File: config.mk
export PLATFORM = sky130hd
export DESIGN_NAME = lgts_ctrl
export DESIGN_NICKNAME = d
export VERILOG_FILES = /design/src/design/lgts_pkg.sv /design/src/design/lgts_ctrl.sv
export SDC_FILE = /design/constraint.sdc
export NUM_CORES = 1
export LEC_CHECK = 0
export BUFFER_PORTS_ARGS = -buffer_cell sky130_fd_sc_hd__buf_2
export CORE_AREA = 2 2 39 41
export DETAILED_ROUTE_END_ITERATION = 7
export DIE_AREA = 0 0 41 43
export GPL_TIMING_DRIVEN = 0
export PLACE_DENSITY = 0.68
export SKIP_CTS_REPAIR_TIMING = 1
export SLEW_MARGIN = 10
export SYNTH_ARGS = -nofsm -noshare
export SYNTH_HDL_FRONTEND = slang
export SYNTH_SLANG_ARGS = --single-unit
export TNS_END_PERCENT = 20
File: constraint.sdc
create_clock -name clk_i -period 3 [get_ports clk_i]
set_input_delay 0.6 -clock clk_i [delete_from_list [all_inputs] [get_ports clk_i]]
set_output_delay 0.6 -clock clk_i [all_outputs]
set_load 0.01 [all_outputs]
File: src/design/lgts_pkg.sv
`timescale 1ns / 1ps
// ----------------------------------------------------------------------------
// lgts_pkg
// shared types and constants of the lda gibbs topic sampler
// ----------------------------------------------------------------------------
package lgts_pkg;

  localparam int NumTopicsW = 8;
  localparam int VocabW     = 17;
  localparam int PriorW     = 24;
  localparam int DocIdxW    = 12;
  localparam int WordIdW    = 16;
  localparam int TopicW     = 7;
  localparam int RandW      = 31;
  localparam int CumW       = 40;
  localparam int WeightW    = 32;
  localparam int CfgIdxW    = 2;
  localparam int InDataW    = 72;
  localparam int OutDataW   = 8;

  localparam logic [NumTopicsW-1:0] NumTopicsRst = 8'd100;
  localparam logic [VocabW-1:0]     VocabRst     = 17'd65536;
  localparam logic [PriorW-1:0]     AlphaRst     = 24'd32768;
  localparam logic [PriorW-1:0]     BetaRst      = 24'd6554;

  typedef enum logic [CfgIdxW-1:0] {
    CFG_NUM_TOPICS = 2'd0,
    CFG_VOCAB_SIZE = 2'd1,
    CFG_ALPHA      = 2'd2,
    CFG_BETA       = 2'd3
  } cfg_idx_e;

  typedef enum logic [4:0] {
    CMD_NONE,
    CMD_LOAD,
    CMD_REDUCE,
    CMD_ADJ_RD,
    CMD_DEC_WR,
    CMD_INC_WR,
    CMD_W_RD,
    CMD_W_LOAD,
    CMD_W_MUL,
    CMD_W_CHK,
    CMD_W_DIV,
    CMD_W_ACC,
    CMD_R_MUL0,
    CMD_R_MUL1,
    CMD_S_RD,
    CMD_S_CMP,
    CMD_OUT
  } dp_cmd_e;

  typedef struct packed {
    dp_cmd_e cmd;
  } dp_ctrl_t;

  typedef struct packed {
    logic clear_done;
    logic reduce_done;
    logic resample;
    logic mul_done;
    logic div_done;
    logic k_last;
    logic found;
    logic out_busy;
  } dp_stat_t;

endpackage

File: src/design/lgts_ctrl.sv
`timescale 1ns / 1ps
// ----------------------------------------------------------------------------
// lgts_ctrl
// sequencer for table updates, weight pass and cumulative search
// ----------------------------------------------------------------------------
module lgts_ctrl
  import lgts_pkg::*;
(
  input  logic     clk_i,
  input  logic     rst_ni,
  input  logic     in_valid_i,
  output logic     in_ready_o,
  output dp_ctrl_t ctrl_o,
  input  dp_stat_t stat_i
);

  typedef enum logic [4:0] {
    ST_CLEAR, ST_IDLE, ST_REDUCE, ST_DEC_RD, ST_DEC_WR, ST_W_RD, ST_W_LOAD,
    ST_W_MUL, ST_W_CHK, ST_W_DIV, ST_W_ACC, ST_R_MUL0, ST_R_MUL1, ST_S_RD,
    ST_S_CMP, ST_INC_RD, ST_INC_WR, ST_OUT
  } state_e;

  state_e state_q, state_d;
  dp_cmd_e cmd;

  assign in_ready_o = (state_q == ST_IDLE);

  always_comb begin
    state_d = state_q;
    cmd     = CMD_NONE;
    unique case (state_q)
      ST_CLEAR:  if (stat_i.clear_done) state_d = ST_IDLE;
      ST_IDLE: begin
        if (in_valid_i) begin
          cmd     = CMD_LOAD;
          state_d = ST_REDUCE;
        end
      end
      ST_REDUCE: begin
        cmd = CMD_REDUCE;
        if (stat_i.reduce_done) state_d = stat_i.resample ? ST_DEC_RD : ST_INC_RD;
      end
      ST_DEC_RD: begin cmd = CMD_ADJ_RD; state_d = ST_DEC_WR; end
      ST_DEC_WR: begin cmd = CMD_DEC_WR; state_d = ST_W_RD; end
      ST_W_RD:   begin cmd = CMD_W_RD;   state_d = ST_W_LOAD; end
      ST_W_LOAD: begin cmd = CMD_W_LOAD; state_d = ST_W_MUL; end
      ST_W_MUL: begin
        cmd = CMD_W_MUL;
        if (stat_i.mul_done) state_d = ST_W_CHK;
      end
      ST_W_CHK:  begin cmd = CMD_W_CHK; state_d = ST_W_DIV; end
      ST_W_DIV: begin
        cmd = CMD_W_DIV;
        if (stat_i.div_done) state_d = ST_W_ACC;
      end
      ST_W_ACC: begin
        cmd     = CMD_W_ACC;
        state_d = stat_i.k_last ? ST_R_MUL0 : ST_W_RD;
      end
      ST_R_MUL0: begin cmd = CMD_R_MUL0; state_d = ST_R_MUL1; end
      ST_R_MUL1: begin cmd = CMD_R_MUL1; state_d = ST_S_RD; end
      ST_S_RD:   begin cmd = CMD_S_RD;   state_d = ST_S_CMP; end
      ST_S_CMP: begin
        cmd     = CMD_S_CMP;
        state_d = (stat_i.found || stat_i.k_last) ? ST_INC_RD : ST_S_RD;
      end
      ST_INC_RD: begin cmd = CMD_ADJ_RD; state_d = ST_INC_WR; end
      ST_INC_WR: begin cmd = CMD_INC_WR; state_d = ST_OUT; end
      ST_OUT: begin
        if (!stat_i.out_busy) begin
          cmd     = CMD_OUT;
          state_d = ST_IDLE;
        end
      end
      default: state_d = ST_IDLE;
    endcase
  end

  always_ff @(posedge clk_i or negedge rst_ni) begin
    if (!rst_ni) begin
      state_q <= ST_CLEAR;
    end else begin
      state_q <= state_d;
    end
  end

  assign ctrl_o.cmd = cmd;

endmodule

# Word-level counts from Yosys, hierarchy flattened
# Cells that the tools add are included.
[classes]
eq_ne = 23
reduce_logical = 4
n_mux = 13
[ops]
columns = ["op", "count"]
rows = [
  ["$pmux 5 s18", 1],
  ["$pmux 5 s16", 1],
  ["$eq 5x4->1 const B", 8],
  ["$mux 5", 7],
  ["$eq 5x3->1 const B", 4],
  ["$ne 2x2->1 const B", 6],
  ["$eq 5x2->1 const B", 2],
  ["$eq 5x5->1 const B", 2],
  ["$mux 4", 2],
  ["$reduce_and 6->1", 1],
  ["$eq 5x1->1 const B", 1],
  ["$logic_not 5->1", 1],
  ["$mux 2", 1],
  ["$reduce_or 2->1", 1],
  ["$logic_or 1x1->1", 1],
  ["$mux 1", 1],
]
[word_totals]
output_inout_bits = 6
elab_cells = 41
reg_bits = 5
in_bits = 11

# Logic depth before layout (Yosys ltp)
[depth]
word_depth = 3
ltp_mapped = 5
mapped_depth_nobuf = 4

# Worst setup path after synthesis
# OpenSTA, ideal clock, no wires.
[synth_path]
path_type = "register to output"
start = "register state_q[2]"
end = "output port ctrl_o[2] (netlist bit)"
path_stages_with_launch = 5
path_slack_ps = 1185
arrival_ps = 1215
required_time_ps = 2400
path_buffers = 0
path_cell_list = "dfrtp_1 > or2_2 > nor3_1 > a21oi_1 > o22ai_1"
[synth_lines]
columns = ["element", "line_no", "rtl"]
rows = [
  ["start, declared", "lgts_ctrl.sv:23", "state_e state_q, state_d;"],
  ["start signal, assigned", "lgts_ctrl.sv:83", "state_q <= state_d;"],
  ["end, declared", "lgts_ctrl.sv:13", "output dp_ctrl_t ctrl_o,"],
]

==> results by group <==
Synthesis
  – Largest cells by area after synthesis: dfrtp_1 25%, a21oi_1 3.9%, mux2i_1 3.9%
  – Cell variety after synth: 38
  – Synth top area share: 24.6%
  – Area leader, netlist: dfrtp_1
  – Syn_nets: 77
  – Mapped Cells: 66
  – Post-synthesis average cell area: 7.72 sq um
  – Synthesized flop and latch total: 5
  – EDFF count, synth: 0
  – Yosys warnings: 0
  – Async set-reset flop share out of synthesis: 100%
  – Post-Syn Area: 509 sq um
  – Dominant synthesized flop cell: dfrtp_1
  – Sequential-to-total area share from yosys stat: 24.6%

Pwr
  – VDD IR max: 0.000387 V
  – Design Power: 715 uW
  – P_leak: 0.291 nW
  – P per Cell Area: 1130 nW/um^2

Setup path
  – WP data required: 2.40 ns
  – Reg2Reg Launch Point: state_q[1]
  – Worst Path Arrival: 1.71 ns
  – Reg-to-reg endpoint: state_q[3]
  – Worst Setup Start Kind: flip-flop
  – Worst R2R Path Depth: 4
  – Crit path largest cell delay: 0.47 ns
  – Crit end category: output pin
  – Crit-path max FO: 10
  – Worst Setup Path Type: flip-flop to output pin
  – Crit-path cells: clkbuf_1 -> nor2_1 -> o21ai_0 -> a21oi_1 -> o2bb2ai_1 -> buf_2
  – Slowest cell on crit path: dfrtp_1
  – R2r setup slk: 1.39 ns

Die
  – Initial core utilization: 36.8%
  – Row count: 14
  – Die X: 41 microns
  – Die span in y: 43 microns
  – Num ports: 17
  – Die Area: 1760 sq um
  – Core Region: 1380 sq um

GRT
  – First-pass GRT wire length: 2260 microns
  – Number of global-route vias before repair: 518
  – Total Routing Usage GR: 19.1%
  – Largest net degree at the start of global routing: 11
  – GRT overflow: 0
  – Initial antenna violation count: 0

Timing
  – Setup ws final: 0.691 ns
  – Setup repair after global routing missed its margin: no
  – Final setup TNS: 0 ns
  – Max Clock Freq: 433 MHz
  – Fin crit share: 77.0%
  – Hold Fails Final Rpt: 0
  – Clock Skews: 0.00865 ns
  – Min Tclk post-route: 2.31 ns
  – Normalized max-slew margin: 70.0%
  – Count of final max-slew check failures: 0
  – Setup violators final: 0
  – Slew @ Worst Pin: 0.450 ns

Placed design
  – Place WS: 0.980 ns
  – Placed insts: 98
  – Port Buffers: 16
  – GPL Wtd Cong: 0.809
  – Detailed placement HPWL: 1050 microns

Layout
  – Most frequent cells in the layout: 19 x buf_2, 5 x nor2_1, 5 x dfrtp_1
  – Layout area overhead: 24.8%
  – Biggest register: state_q
  – Biggest regs: state_q: 5 flops
  – Largest register FFs: 5
  – Final net count: 98
  – Commonest non-fill, non-tap cell in the layout: buf_2
  – Fillers: 143
  – Ant. Diodes: 0
  – Layout Cells excl Fill: 102
  – Share of cells above drive strength 1: 30.2%

Clocking
  – Root Buffer: clkbuf_4
  – CTS tree: built
  – Worst-path clk slew: 0.05 ns
  – Cts bufs inserted: 3
  – Clock latency on the worst-skew pair: 0.25 ns
  – Clock Tree Buf Depth: 2
  – CTS H-Tree Depth: 1
  – Clk sinks: 5

Route
  – Routed WL: 1360 microns
  – First drt pass iteration count: 4
  – Wire length per cell: 13.4 microns
  – Vias: 583
  – Routed Antenna Nets: 0
  – DR vias/cell: 5.72
  – Initial drt markers: 13
  – DRC Markers: 0

Flow run
  – Max Cap Viol: 0

Hold path
  – HP Class: primary input to async pin

Outcome
  – Outcome: finished, final reports clean
worst max-delay path: cells and delay by family, from the launching register on:
family / cells / cell delay [ns]
flops: 1 / 0.47
simple gates: 1 / 0.09
buf+inv: 2 / 0.54
compound gates: 3 / 0.36
metal layers:
layer,wire (microns),vias up,global-route usage [%]
met5,0,-,0
met4,29,0,12.7
met3,52,4,3.66
met2,688,20,26.6
met1,593,268,25.6
li1,-,291,-
layout make-up:
cell class | count | area [sq um] | share of cell area, %
Inverter | 4 | 15.0 | 2.36
Sequential cell | 5 | 125 | 19.7
Timing Repair Buffer | 16 | 80.1 | 12.6
Buffer | 5 | 22.5 | 3.54
Tap cell | 16 | 20.0 | 3.15
Clock buffer | 4 | 26.3 | 4.13
Multi-Input combinational cell | 52 | 347 | 54.5
synth_stat cells, types with 2 or more instances:
library cell,count
buf_2,3
nand2_1,4
nor2b_1,2
mux2i_1,2
clkbuf_1,2
inv_1,4
o2bb2ai_1,2
a21oi_1,4
nor4_1,2
or3_1,2
dfrtp_1,5
nor2_1,5
o21ai_0,4
power by group:
part,total [mW],switching [mW],internal (mW)
Combinational,0.495,0.277,0.218
Sequential,0.139,0.0405,0.0985
Clock,0.0812,0.0307,0.0505
how the worst max path moves through the flow:
stage                 to  depth (start not counted)  startpoint
2_1_floorplan  ctrl_o[2]                          4  state_q[2]
3_3_place_gp   ctrl_o[0]                          6  state_q[1]
3_5_place_dp   ctrl_o[0]                          6  state_q[1]
4_1_cts        ctrl_o[0]                          6  state_q[1]
5_1_grt        ctrl_o[0]                          6  state_q[1]
6_report       ctrl_o[0]                          6  state_q[1]
metrics by stage:
step           hold slack (ns)  area [sq um]  util, %
6_report                 0.151           636     45.9
5_1_grt                  0.145           636     45.9
3_5_place_dp             0.417           609     44.0
4_1_cts                  0.146           636     45.9
2_1_floorplan            0.304           509        -
3_3_place_gp             0.413           609     44.0
kinds of logic after synthesis:
| logic type | Yosys count | synth area share, % |
|---|---|---|
| compound gates | 22 | 29.7 |
| xor+xnor | 2 | 3.44 |
| buf+inv | 9 | 7.37 |
| flops | 5 | 24.6 |
| mux | 3 | 6.14 |
| simple gates | 25 | 28.7 |
Note: power is estimated with default switching activity, not from simulation.
